--- src/rtl/core/exp_taylor_series_core_defines.svh ---
// ---------------------------------------------------------------------------
// exp_taylor_series_core assertion macros
// concurrent checks, compiled out for synthesis
// ---------------------------------------------------------------------------
`ifndef EXP_TAYLOR_SERIES_CORE_DEFINES_SVH
`define EXP_TAYLOR_SERIES_CORE_DEFINES_SVH

`ifndef SYNTHESIS
// check held off while reset is asserted
`define ETS_ASSERT(lbl, clk, rst_n, prop) \
  lbl: assert property (@(posedge clk) disable iff (!rst_n) prop) \
    else $error("exp core assertion failed");
// check that also holds during reset
`define ETS_ASSERT_ALWAYS(lbl, clk, prop) \
  lbl: assert property (@(posedge clk) prop) \
    else $error("exp core assertion failed");
`else
`define ETS_ASSERT(lbl, clk, rst_n, prop)
`define ETS_ASSERT_ALWAYS(lbl, clk, prop)
`endif

`endif

--- src/rtl/core/exp_ts_pkg.sv ---
// ---------------------------------------------------------------------------
// exp_ts_pkg
// shared types and constants for the taylor series exponential core
// ---------------------------------------------------------------------------
`default_nettype none

package exp_ts_pkg;

  localparam int MAX_TERMS_DEF = 40;

  localparam int X_W     = 16;   // q4.12 exponent
  localparam int XMAG_W  = 16;   // |x| up to 8.0
  localparam int X_FRAC  = 12;
  localparam int EXP_W   = 32;   // q12.20 result
  localparam int TERMS_W = 6;
  localparam int TOL_W   = 20;
  localparam int MAG_W   = 32;   // term magnitude, q.20
  localparam int PROD_W  = 2 * MAG_W;
  localparam int SUM_W   = MAG_W + 2;

  localparam logic [TOL_W-1:0]   TOL_RST   = TOL_W'(1);
  localparam logic [MAG_W-1:0]   Q20_ONE   = MAG_W'(1) << 20;
  localparam logic [TERMS_W-1:0] TERMS_SAT = {TERMS_W{1'b1}};

  typedef enum logic [2:0] {
    ST_IDLE,
    ST_MUL_X,
    ST_MUL_R,
    ST_MUL_I,
    ST_UPD,
    ST_DONE
  } ets_state_t;

  // operand pairs for the shared multiplier
  typedef enum logic [1:0] {
    MOP_X,   // magnitude * |x|
    MOP_R,   // quotient estimate: (product >> 12) * reciprocal
    MOP_I    // back-multiply: estimate * index
  } mul_op_t;

  typedef struct packed {
    logic in_fire;
    logic term_stop;
    logic out_free;
  } seq_stat_t;

  typedef struct packed {
    logic    in_ready;
    logic    mul_en;
    mul_op_t mul_op;
    logic    upd_en;
    logic    out_load;
  } seq_ctrl_t;

endpackage

`default_nettype wire

--- src/rtl/core/exp_taylor_series_core.sv ---
// after input accept, each of n terms (1..MAX_TERMS) runs ST_MUL_X, ST_MUL_R, ST_MUL_I
//   and ST_UPD: three passes through the single shared 32x32 multiplier (|x| product,
//   reciprocal estimate, back-multiply) and one step to correct and accumulate; then
//   ST_DONE loads the result when the output is free; a new input waits for ST_IDLE
// reset: rst_n synchronous active low; returns to idle, drops out_valid and sets the
//   tolerance register to 1 (q0.20)
// ---------------------------------------------------------------------------
// exp_taylor_series_core
// e^x by taylor series: signed q4.12 in, unsigned q12.20 out
// ---------------------------------------------------------------------------
`default_nettype none
`include "exp_taylor_series_core_defines.svh"

module exp_taylor_series_core #(
  parameter int MAX_TERMS = exp_ts_pkg::MAX_TERMS_DEF
) (
  input  wire logic                                 clk,
  input  wire logic                                 rst_n,
  input  wire logic                                 in_valid,
  output      logic                                 in_ready,
  input  wire logic signed [exp_ts_pkg::X_W-1:0]    in_x_value,
  output      logic                                 out_valid,
  input  wire logic                                 out_ready,
  output      logic [exp_ts_pkg::EXP_W-1:0]         out_exp_value,
  output      logic [exp_ts_pkg::TERMS_W-1:0]       out_terms_used,
  output      logic                                 out_limit_hit,
  input  wire logic                                 cfg_wr_en,
  input  wire logic [exp_ts_pkg::TOL_W-1:0]         cfg_wr_data
);

  localparam int IDX_W = $clog2(MAX_TERMS + 1);
  localparam int MAG_W = exp_ts_pkg::MAG_W;
  localparam int SUM_W = exp_ts_pkg::SUM_W;
  localparam int EXP_W = exp_ts_pkg::EXP_W;
  localparam int CW    = IDX_W + 1;   // room for the terms clamp compare
  localparam logic [IDX_W-1:0] IDX_LAST = IDX_W'(MAX_TERMS);
  localparam logic [exp_ts_pkg::TERMS_W-1:0] TERMS_MAX =
    (MAX_TERMS > 63) ? exp_ts_pkg::TERMS_SAT : exp_ts_pkg::TERMS_W'(MAX_TERMS);

  exp_ts_pkg::seq_stat_t stat;
  exp_ts_pkg::seq_ctrl_t ctrl;

  logic [exp_ts_pkg::TOL_W-1:0]  tol_r;
  logic                          x_neg_r;
  logic [exp_ts_pkg::XMAG_W-1:0] xmag_r;
  logic [MAG_W-1:0]              mag_r;
  logic                          tneg_r;
  logic signed [SUM_W-1:0]       sum_r;
  logic [IDX_W-1:0]              idx_r;
  logic [MAG_W-1:0]              quo_r;
  logic [MAG_W-1:0]              est_r;
  logic                          lim_r;

  logic [exp_ts_pkg::XMAG_W-1:0] xmag_in;
  logic [exp_ts_pkg::PROD_W-1:0] prod_r;
  logic [MAG_W-1:0]              recip;
  logic [MAG_W-1:0]              quo;
  logic [MAG_W-1:0]              est;
  logic [MAG_W-1:0]              rem;
  logic [MAG_W-1:0]              mag_new;
  logic                          tneg_new;
  logic signed [SUM_W-1:0]       sum_new;
  logic                          below_tol;

  logic                          out_valid_r;
  logic [EXP_W-1:0]              out_exp_r;
  logic [exp_ts_pkg::TERMS_W-1:0] out_terms_r;
  logic                          out_lim_r;
  logic [EXP_W-1:0]              exp_clamp;
  logic [exp_ts_pkg::TERMS_W-1:0] terms_clamp;
  logic [CW-1:0]                 idx_ext;

  exp_ts_seq u_seq (
    .clk   (clk),
    .rst_n (rst_n),
    .stat  (stat),
    .ctrl  (ctrl)
  );

  exp_ts_recip #(.MAX_TERMS(MAX_TERMS)) u_recip (
    .idx   (idx_r),
    .recip (recip)
  );

  exp_ts_mul #(.MAX_TERMS(MAX_TERMS)) u_mul (
    .clk    (clk),
    .en     (ctrl.mul_en),
    .op     (ctrl.mul_op),
    .mag    (mag_r),
    .xmag   (xmag_r),
    .quo    (quo),
    .recip  (recip),
    .est    (est),
    .idx    (idx_r),
    .prod_r (prod_r)
  );

  assign in_ready       = ctrl.in_ready;
  assign stat.in_fire   = in_valid && ctrl.in_ready;
  assign stat.out_free  = !out_valid_r || out_ready;
  assign stat.term_stop = below_tol || (idx_r == IDX_LAST);

  // two's complement magnitude, -8.0 gives 0x8000
  assign xmag_in = in_x_value[exp_ts_pkg::X_W-1] ? (~in_x_value + 1'b1) : in_x_value;

  // floor(prod / 4096), then floor(quo / i) via reciprocal and one correction
  assign quo = prod_r[exp_ts_pkg::X_FRAC +: MAG_W];
  assign est = prod_r[exp_ts_pkg::PROD_W-1 -: MAG_W];
  assign rem = quo_r - prod_r[MAG_W-1:0];
  assign mag_new  = est_r + MAG_W'(rem >= MAG_W'(idx_r));
  assign tneg_new = tneg_r ^ x_neg_r;
  assign sum_new  = tneg_new ? (sum_r - $signed({2'b00, mag_new}))
                             : (sum_r + $signed({2'b00, mag_new}));
  assign below_tol = mag_new < MAG_W'(tol_r);

  always_ff @(posedge clk) begin
    if (!rst_n) begin
      tol_r <= exp_ts_pkg::TOL_RST;
    end else if (cfg_wr_en) begin
      tol_r <= cfg_wr_data;
    end
  end

  always_ff @(posedge clk) begin
    if (stat.in_fire) begin
      x_neg_r <= in_x_value[exp_ts_pkg::X_W-1];
      xmag_r  <= xmag_in;
      mag_r   <= exp_ts_pkg::Q20_ONE;
      tneg_r  <= 1'b0;
      sum_r   <= $signed({2'b00, exp_ts_pkg::Q20_ONE});
      idx_r   <= IDX_W'(1);
    end else if (ctrl.upd_en) begin
      mag_r  <= mag_new;
      tneg_r <= tneg_new;
      sum_r  <= sum_new;
      lim_r  <= !below_tol;
      if (!stat.term_stop) idx_r <= idx_r + IDX_W'(1);
    end
    if (ctrl.mul_en && ctrl.mul_op == exp_ts_pkg::MOP_R) quo_r <= quo;
    if (ctrl.mul_en && ctrl.mul_op == exp_ts_pkg::MOP_I) est_r <= est;
  end

  // negative sum clamps to zero, too large saturates
  always_comb begin
    priority if (sum_r[SUM_W-1]) begin
      exp_clamp = '0;
    end else if (|sum_r[SUM_W-2:EXP_W]) begin
      exp_clamp = '1;
    end else begin
      exp_clamp = sum_r[EXP_W-1:0];
    end
  end

  assign idx_ext     = CW'(idx_r);
  assign terms_clamp = (idx_ext > CW'(exp_ts_pkg::TERMS_SAT)) ? exp_ts_pkg::TERMS_SAT
                                                             : exp_ts_pkg::TERMS_W'(idx_r);

  always_ff @(posedge clk) begin
    if (!rst_n) begin
      out_valid_r <= 1'b0;
    end else if (ctrl.out_load) begin
      out_valid_r <= 1'b1;
    end else if (out_ready) begin
      out_valid_r <= 1'b0;
    end
  end

  always_ff @(posedge clk) begin
    if (ctrl.out_load) begin
      out_exp_r   <= exp_clamp;
      out_terms_r <= terms_clamp;
      out_lim_r   <= lim_r;
    end
  end

  assign out_valid      = out_valid_r;
  assign out_exp_value  = out_exp_r;
  assign out_terms_used = out_terms_r;
  assign out_limit_hit  = out_lim_r;

  `ETS_ASSERT(a_idx_in_range, clk, rst_n, (ctrl.mul_en || ctrl.upd_en) |-> (idx_r != '0 && idx_r <= IDX_LAST))
  `ETS_ASSERT(a_rem_bounded, clk, rst_n, ctrl.upd_en |-> rem < (MAG_W'(idx_r) << 1))
  `ETS_ASSERT(a_limit_terms, clk, rst_n, (out_valid_r && out_lim_r) |-> out_terms_r == TERMS_MAX)

endmodule

`default_nettype wire

--- src/rtl/core/exp_ts_recip.sv ---
// ---------------------------------------------------------------------------
// exp_ts_recip
// constant table of floor((2^32 - 1) / i) for term index i
// ---------------------------------------------------------------------------
`default_nettype none

module exp_ts_recip #(
  parameter int MAX_TERMS = exp_ts_pkg::MAX_TERMS_DEF,
  localparam int IDX_W    = $clog2(MAX_TERMS + 1)
) (
  input  wire logic [IDX_W-1:0]               idx,
  output      logic [exp_ts_pkg::MAG_W-1:0]   recip
);

  localparam int AW = $clog2(MAX_TERMS);

  logic [exp_ts_pkg::MAG_W-1:0] tbl [MAX_TERMS];
  logic [IDX_W-1:0]             addr_full;

  for (genvar g = 0; g < MAX_TERMS; g++) begin : g_tbl
    localparam logic [exp_ts_pkg::MAG_W-1:0] RV =
      {exp_ts_pkg::MAG_W{1'b1}} / exp_ts_pkg::MAG_W'(g + 1);
    assign tbl[g] = RV;
  end

  // index runs from one
  assign addr_full = idx - IDX_W'(1);
  assign recip     = tbl[addr_full[AW-1:0]];

endmodule

`default_nettype wire

--- src/rtl/core/exp_ts_mul.sv ---
// ---------------------------------------------------------------------------
// exp_ts_mul
// shared 32x32 multiplier with operand select and registered product
// ---------------------------------------------------------------------------
`default_nettype none

module exp_ts_mul #(
  parameter int MAX_TERMS = exp_ts_pkg::MAX_TERMS_DEF,
  localparam int IDX_W    = $clog2(MAX_TERMS + 1)
) (
  input  wire logic                              clk,
  input  wire logic                              en,
  input  wire exp_ts_pkg::mul_op_t               op,
  input  wire logic [exp_ts_pkg::MAG_W-1:0]      mag,
  input  wire logic [exp_ts_pkg::XMAG_W-1:0]     xmag,
  input  wire logic [exp_ts_pkg::MAG_W-1:0]      quo,
  input  wire logic [exp_ts_pkg::MAG_W-1:0]      recip,
  input  wire logic [exp_ts_pkg::MAG_W-1:0]      est,
  input  wire logic [IDX_W-1:0]                  idx,
  output      logic [exp_ts_pkg::PROD_W-1:0]     prod_r
);

  logic [exp_ts_pkg::MAG_W-1:0]  opa;
  logic [exp_ts_pkg::MAG_W-1:0]  opb;
  logic [exp_ts_pkg::PROD_W-1:0] prod_nxt;

  always_comb begin
    unique case (op)
      exp_ts_pkg::MOP_X: begin
        opa = mag;
        opb = exp_ts_pkg::MAG_W'(xmag);
      end
      exp_ts_pkg::MOP_R: begin
        opa = quo;
        opb = recip;
      end
      exp_ts_pkg::MOP_I: begin
        opa = est;
        opb = exp_ts_pkg::MAG_W'(idx);
      end
      default: begin
        opa = '0;
        opb = '0;
      end
    endcase
  end

  assign prod_nxt = exp_ts_pkg::PROD_W'(opa) * exp_ts_pkg::PROD_W'(opb);

  always_ff @(posedge clk) begin
    if (en) begin
      prod_r <= prod_nxt;
    end
  end

endmodule

`default_nettype wire

--- src/rtl/core/exp_ts_seq.sv ---
// ---------------------------------------------------------------------------
// exp_ts_seq
// sequencer: three multiplier phases and an update per term, then result hand-off
// ---------------------------------------------------------------------------
`default_nettype none
`include "exp_taylor_series_core_defines.svh"

module exp_ts_seq (
  input  wire logic                   clk,
  input  wire logic                   rst_n,
  input  wire exp_ts_pkg::seq_stat_t  stat,
  output      exp_ts_pkg::seq_ctrl_t  ctrl
);

  exp_ts_pkg::ets_state_t state_r;
  exp_ts_pkg::ets_state_t state_nxt;

  always_ff @(posedge clk) begin
    if (!rst_n) begin
      state_r <= exp_ts_pkg::ST_IDLE;
    end else begin
      state_r <= state_nxt;
    end
  end

  always_comb begin
    state_nxt = state_r;
    unique case (state_r)
      exp_ts_pkg::ST_IDLE: begin
        if (stat.in_fire) state_nxt = exp_ts_pkg::ST_MUL_X;
      end
      exp_ts_pkg::ST_MUL_X: state_nxt = exp_ts_pkg::ST_MUL_R;
      exp_ts_pkg::ST_MUL_R: state_nxt = exp_ts_pkg::ST_MUL_I;
      exp_ts_pkg::ST_MUL_I: state_nxt = exp_ts_pkg::ST_UPD;
      exp_ts_pkg::ST_UPD: begin
        state_nxt = stat.term_stop ? exp_ts_pkg::ST_DONE : exp_ts_pkg::ST_MUL_X;
      end
      exp_ts_pkg::ST_DONE: begin
        if (stat.out_free) state_nxt = exp_ts_pkg::ST_IDLE;
      end
      default: state_nxt = exp_ts_pkg::ST_IDLE;
    endcase
  end

  always_comb begin
    ctrl          = '0;
    ctrl.mul_op   = exp_ts_pkg::MOP_X;
    unique case (state_r)
      exp_ts_pkg::ST_IDLE:  ctrl.in_ready = 1'b1;
      exp_ts_pkg::ST_MUL_X: begin
        ctrl.mul_en = 1'b1;
        ctrl.mul_op = exp_ts_pkg::MOP_X;
      end
      exp_ts_pkg::ST_MUL_R: begin
        ctrl.mul_en = 1'b1;
        ctrl.mul_op = exp_ts_pkg::MOP_R;
      end
      exp_ts_pkg::ST_MUL_I: begin
        ctrl.mul_en = 1'b1;
        ctrl.mul_op = exp_ts_pkg::MOP_I;
      end
      exp_ts_pkg::ST_UPD:   ctrl.upd_en   = 1'b1;
      exp_ts_pkg::ST_DONE:  ctrl.out_load = stat.out_free;
      default: ;
    endcase
  end

  `ETS_ASSERT(a_accept_starts, clk, rst_n, stat.in_fire |=> state_r == exp_ts_pkg::ST_MUL_X)
  `ETS_ASSERT(a_next_term, clk, rst_n, (state_r == exp_ts_pkg::ST_UPD && !stat.term_stop) |=> state_r == exp_ts_pkg::ST_MUL_X)
  `ETS_ASSERT(a_done_waits, clk, rst_n, (state_r == exp_ts_pkg::ST_DONE && !stat.out_free) |=> state_r == exp_ts_pkg::ST_DONE)

endmodule

`default_nettype wire

--- config.mk ---
export PLATFORM = sky130hd
export DESIGN_NAME = exp_taylor_series_core
export DESIGN_NICKNAME = d
export VERILOG_FILES = /design/src/rtl/core/exp_ts_pkg.sv /design/src/rtl/core/exp_taylor_series_core.sv /design/src/rtl/core/exp_ts_recip.sv /design/src/rtl/core/exp_ts_mul.sv /design/src/rtl/core/exp_ts_seq.sv
export VERILOG_INCLUDE_DIRS = /design/src /design/src/rtl/core
export SDC_FILE = /design/constraint.sdc
export NUM_CORES = 2
export LEC_CHECK = 0
export ABC_AREA = 1
export ABC_CLOCK_PERIOD_IN_PS = 8220
export BUFFER_PORTS_ARGS = -buffer_cell sky130_fd_sc_hd__buf_4
export CAP_MARGIN = 30
export CORE_MARGIN = 2
export CORE_UTILIZATION = 60
export DETAILED_ROUTE_END_ITERATION = 8
export HOLD_SLACK_MARGIN = 0.03
export PLACE_DENSITY_LB_ADDON = 0.12
export SLEW_MARGIN = 40
export SYNTH_ARGS = -nofsm -noshare
export SYNTH_HDL_FRONTEND = slang
export SYNTH_HIERARCHICAL = 1
export SYNTH_SLANG_ARGS = --single-unit
--- constraint.sdc ---
create_clock -name clk -period 8.22 [get_ports clk]
set_input_delay 1.644 -clock clk [delete_from_list [all_inputs] [get_ports clk]]
set_output_delay 1.644 -clock clk [all_outputs]
set_load 0.1 [all_outputs]
Word level (Yosys, flattened, before mapping)
Memories as Yosys holds them, arrays and structs flattened. Index checks and enable logic that the tools add are counted.

Flip-flop bits (word level): 282. Memory bits (read-only): 2048. Input port bits: 41. Output and inout bits: 41. Logic and storage cells: 75. Memories kept: 1.

Memories: (no name shown) (depth 64, bits a word 32, rd ports 1, clocked after Yosys merged registers in 0, wr ports 0, line exp_ts_recip.sv:28) `assign recip = tbl[addr_full[AW-1:0]];`.

$add $sub $neg: 7. $mul: 1. Magnitude comparators: 4. Equality and inequality tests: 10. Muxes and demuxes: 17. Bitwise logic cells: 5. Reductions and logical operators: 13.

Operators with widths (count): 32-bit one-hot mux with 3 select lines (2); 32-bit two-way mux (3); 32-bit by 32-bit multiplier with 64-bit output (1); 34-bit by 33-bit adder with 34-bit output (1); 34-bit two-way mux (1); 34-bit by 33-bit subtractor with 34-bit output (1); 32-bit by 1-bit adder with 32-bit output (1); 32-bit by 6-bit greater-or-equal comparator with 1-bit output (1); 32-bit by 20-bit < comparator with 1-bit output (1); 32-bit subtractor (1); 3-bit one-hot mux with 6 select lines (1); 16-bit by 1-bit adder with 16-bit output (second input constant) (1); 16-bit inverter (1); 15-bit two-way mux (1); 3-bit two-way mux (3); 3-bit one-hot mux with 3 select lines (1); 7-bit greater-or-equal comparator (second input constant) (1); 6-bit inverter with 7-bit output (1); 6-bit by 1-bit adder with 6-bit output (second input constant) (1); 3-bit by 2-bit equality test with 1-bit output (second input constant) (2); 3-bit equality test (second input constant) (2); 6-bit equality test (second input constant) (1); 6-bit greater-than comparator (second input constant) (1); 2-bit AND reduction (3); 15 further kinds (24).

Logic depth before layout (Yosys ltp)
Depth after elaboration: 7. Gate-level depth with buffers: 51. Depth with buffers taken out: 51.

Modules after synthesis
The synthesis kept the hierarchy.

Modules (own cells, without submodules): exp_ts_mul (instances 1, cells an instance 5232, area an instance 39324.0 µm², sequential area each 1921.8 µm²); exp_taylor_series_core (instances 1, cells an instance 1880, area an instance 14281.2 µm², sequential area each 5515.3 µm²); exp_ts_recip (instances 1, cells an instance 356, area an instance 1754.2 µm², sequential area each 0.0 µm²); exp_ts_seq (instances 1, cells an instance 30, area an instance 175.2 µm², sequential area each 60.1 µm²).

Worst setup path before layout
Ideal clock, no wire load.

Kind: register -> register. From: register idx_r[1]. To: register u_mul/prod_r[60] in the netlist's numbering, data pin. Setup time: 0.252 ns. Arrival time: 8.149 ns. Data required time: 7.968 ns. Slack: -0.181 ns. Cell stages (with the launch flop): 39. Path buffers: 2. Period minus slack after synthesis: 8.401 ns. Path through: dfxtp_1 inv_1 ha_1 ha_1 buf_2 inv_1 nand2_1 inv_1 nand3_1 nand2_1 nand2_1 nand2_1 nand2_1 nand2_1 inv_1 nor2_1 clkbuf_1 nand2_1 [... 3 more ...] fa_1 fa_1 fa_1 fa_1 fa_1 inv_1 fa_1 inv_1 ha_1 nand2_1 nor2_1 inv_1 nor3_1 nand2_1 nor2_1 nand2_1 nand3_1 nand2_1.

Cells in the longest elaborated chain, start to end: 7.

Ends and longest elaborated chain: start, declared (line exp_taylor_series_core.sv:49) `logic [IDX_W-1:0] idx_r;`; start signal, assigned (line exp_taylor_series_core.sv:137) `if (!stat.term_stop) idx_r <= idx_r + IDX_W'(1);`; 6-bit by 1-bit subtractor with 6-bit output (line exp_ts_recip.sv:27) `assign addr_full = idx - IDX_W'(1);`; 6-bit inverter with 7-bit output (not written as such) (line exp_ts_recip.sv:28); memory 64 x 32 bit; 32-bit two-way mux (not written as such) (2 in a row) (line exp_ts_recip.sv:28); net recip[18] (line exp_taylor_series_core.sv:56) `logic [MAG_W-1:0] recip;`; 32-bit one-hot mux with 3 select lines (line exp_ts_mul.sv:28) `unique case (op)`; 32-bit by 32-bit multiplier with 64-bit output (line exp_ts_mul.sv:48) `assign prod_nxt = exp_ts_pkg::PROD_W'(opa) * exp_ts_pkg::PROD_W'(opb);`; net u_mul.prod_nxt (one bit) (line exp_ts_mul.sv:25) `logic [exp_ts_pkg::PROD_W-1:0] prod_nxt;`; end signal, assigned (line exp_ts_mul.sv:52) `prod_r <= prod_nxt;`; end, declared (line exp_ts_mul.sv:20) `output logic [exp_ts_pkg::PROD_W-1:0] prod_r`.

The timed path passes the listed nets, and every way through them passes these cells. The select of a mux whose other input is x is not followed. A chain may end at the register's enable or synchronous reset.

==> flow_metrics.tcl <==
set metrics [dict create \
    status "complete, but fails checks" \
    violations "negative setup slack" \
    ctsHoldBuffers 0 \
    cts_made_buffers 34 \
    min_period_over_period 1.002 \
    drt_pass1_iterations 8 \
    r2r_end "u_mul/prod_r[30]" \
    path_clk_slew_ps 60 \
    totalWireLength_um 177600 \
    slowest_stage "o211ai_2" \
    synth-edff-count 185 \
    async_flop_share 0 \
    hold_slack_ps 436.0 \
    floorplan.initialDensity 0.6059 \
    maxCapViolCount 0 \
    vias 48980 \
    timing.rr.start "u_seq/state_r[1]" \
    antenna_left 0 \
    grt_first_pass_wirelength_um 271000 \
    area.growth.synth_to_final_pct 17.03 \
    die_x_um 308.2 \
    core_um2 91660 \
    arrival_ps 8520 \
    slew-limit-headroom 0.4814 \
    gr-total-overflow 0 \
    cpMostUsedCell "fa_1" \
    synth_area_um2 55530 \
    cts_root_buf "clkbuf_16" \
    design_area_um2 64990 \
    final_cell_mix "2,012 x nand2_1, 2,010 x inv_1, 873 x fa_1" \
    timing_hold_violations_final 0 \
    setup_slack_ps -14.42 \
    mostFrequentLayoutCell "nand2_1" \
    clock_latency_ps 560 \
    synth_warnings 6 \
    via_per_inst 5.385 \
    synth.distinct_cells 60 \
    die_h_um 308.2 \
    period_needed_ps 8234 \
    synthesis.nets 8805 \
    skew_ps 36.58 \
    fin_tns_setup_ps -14.42 \
    port_buffers 81 \
    hold_path_depth 0 \
    remaining_drc_errors 0 \
    h-tree-depth 2 \
    rsz0062_at_grt "true" \
    slowest_delay_ps 700 \
    gp_congestion 1.004 \
    rr_worst_depth 30 \
    min_path_type "flip-flop to flip-flop" \
    path_max_fanout 11 \
    wl_per_cell_um 19.52 \
    synth_cells 7498 \
    place_area_um2 60790 \
    clockBufferDepth 3 \
    antenna_found_initial 3 \
    start_kind "flip-flop" \
    worstMarginPinSlew_ps 775.7 \
    grt_max_degree 75 \
    synth_ff_type "edfxtp_1" \
    post-route-util 0.7090 \
    ys_seq_area_frac 0.1350 \
    regToRegSetupSlack_ps -10 \
    diodes 0 \
    min-delay-start "lim_r" \
    syn_avg_cell_area_um2 7.407 \
    ys_ff_latch 282 \
    end_kind "flip-flop" \
    io_pins 82 \
    fmax_mhz 121.4 \
    drive_above_1_share 0.1609 \
    hold_end "out_limit_hit" \
    dp_hpwl_um 143100 \
    clkSinkCount 282 \
    drt_iter0_markers 4262 \
    nets 9191 \
    die_area_um2 95010 \
    gr-usage-all-layers 0.3715 \
    slew_violations 0 \
    row_count 111 \
    cts_tree "yes" \
    worstPathRequired_ps 8510 \
    setup_violations 1 \
    grt_pass1_vias 49520 \
    critPathKind "flip-flop to flip-flop" \
]
## critical path, delay by kind of cell, from the launching register on
kind,cells,cell delay (ps)
buffers and inverters,9,1050
AOI/OAI and AO/OA,2,850
DFF,1,410
adders and majority gates,9,4250
and+or+nand+nor,9,1230
xor gates and xnor gates,1,160
## worst max-delay path by stage
stage	from	to	slack [ps]	cells past startpoint
final	u_seq/state_r[1]	u_mul/prod_r[30]	-10	30
after global routing	idx_r[1]	u_mul/prod_r[46]	-220	42
after CTS	idx_r[0]	u_mul/prod_r[34]	-10	39
after detailed placement	idx_r[0]	u_mul/prod_r[51]	-280	40
after global placement	idx_r[0]	u_mul/prod_r[52]	-280	36
after floorplan	idx_r[0]	u_mul/prod_r[62]	3	38
## cell families after synthesis
kind of cell | synth area share
compound gates | 0.05470
xor+xnor | 0.01922
fa+ha+maj | 0.4066
buf+inv | 0.1676
flops | 0.1350
simple gates | 0.2169
## metrics by stage
stage / setup WS (ps) / std cells
after floorplan: 3.070 / 7498
after global placement: -284.1 / 8956
after detailed placement: -283.2 / 8959
after CTS: -11.13 / 9031
after global routing: -224.6 / 9096
final: -14.42 / 9096
## timing repair
action                                  4_1_cts  5_1_grt
pin swaps                                     5      144
endpoints found under the setup margin       45       47
cloned                                        0       14
gates resized for setup                      60      512
setup buffers                                10       51
## registers in the layout, indices dropped and copies added, names as in the netlist, 3 cells and up
name / count
est_r: 32
idx_r: 6
mag_r: 32
out_exp_value: 32
out_terms_used: 6
quo_r: 32
sum_r: 34
tol_r: 20
u_mul/prod_r: 64
u_seq/state_r: 3
xmag_r: 16
## metal layers
metal | global-route usage | share of wire
met1 | 0.4879 | 0.40
met2 | 0.6289 | 0.48
met3 | 0.04817 | 0.081
met4 | 0.1407 | 0.047
met5 | 0 | 0.00020
## Yosys cell counts, types with 3 or more instances
cell type | instances | area [µm²]
nand2_1 | 2175 | 8164
inv_1 | 2068 | 7762
fa_1 | 898 | 17980
ha_1 | 368 | 4604
nor2_1 | 345 | 1295
nand3_1 | 238 | 1191
a21oi_1 | 235 | 1176
edfxtp_1 | 185 | 5555
o21ai_0 | 150 | 750.7
buf_2 | 113 | 565.5
clkbuf_1 | 97 | 364.1
dfxtp_1 | 97 | 1942
xor2_1 | 86 | 753.2
nand4_1 | 40 | 250.2
buf_4 | 38 | 285.3
nor3_1 | 37 | 185.2
o211ai_2 | 37 | 462.9
nand2_2 | 36 | 225.2
xnor2_1 | 34 | 297.8
o21bai_1 | 21 | 157.7
nor2_2 | 17 | 106.4
o211ai_1 | 17 | 127.6
inv_2 | 16 | 60.06
o21ai_1 | 16 | 80.08
nand3b_1 | 14 | 105.1
nor2_4 | 14 | 157.7
buf_6 | 11 | 123.9
a31oi_1 | 9 | 56.30
buf_1 | 9 | 33.78
nand3_2 | 9 | 90.09
a21boi_0 | 8 | 60.06
nand2_4 | 6 | 67.56
or2_2 | 6 | 37.54
a21o_1 | 5 | 37.54
nor4_1 | 4 | 25.02
buf_8 | 3 | 45.04
clkbuf_8 | 3 | 41.29
## area by class of cell
class                   count  area [µm²]
multi-input cells        4854       40810
fillers                  7434       26670
inverters                2087        7844
flip-flops and latches    282        7503
repair buffers            625        6228
well taps                1186        1484
clock buffers              44       919.6
clock inverters            18       196.4
Power is left out: the tool's default activity adds up to more than one toggle a clock period on the data nets, which glitch-free logic cannot reach.
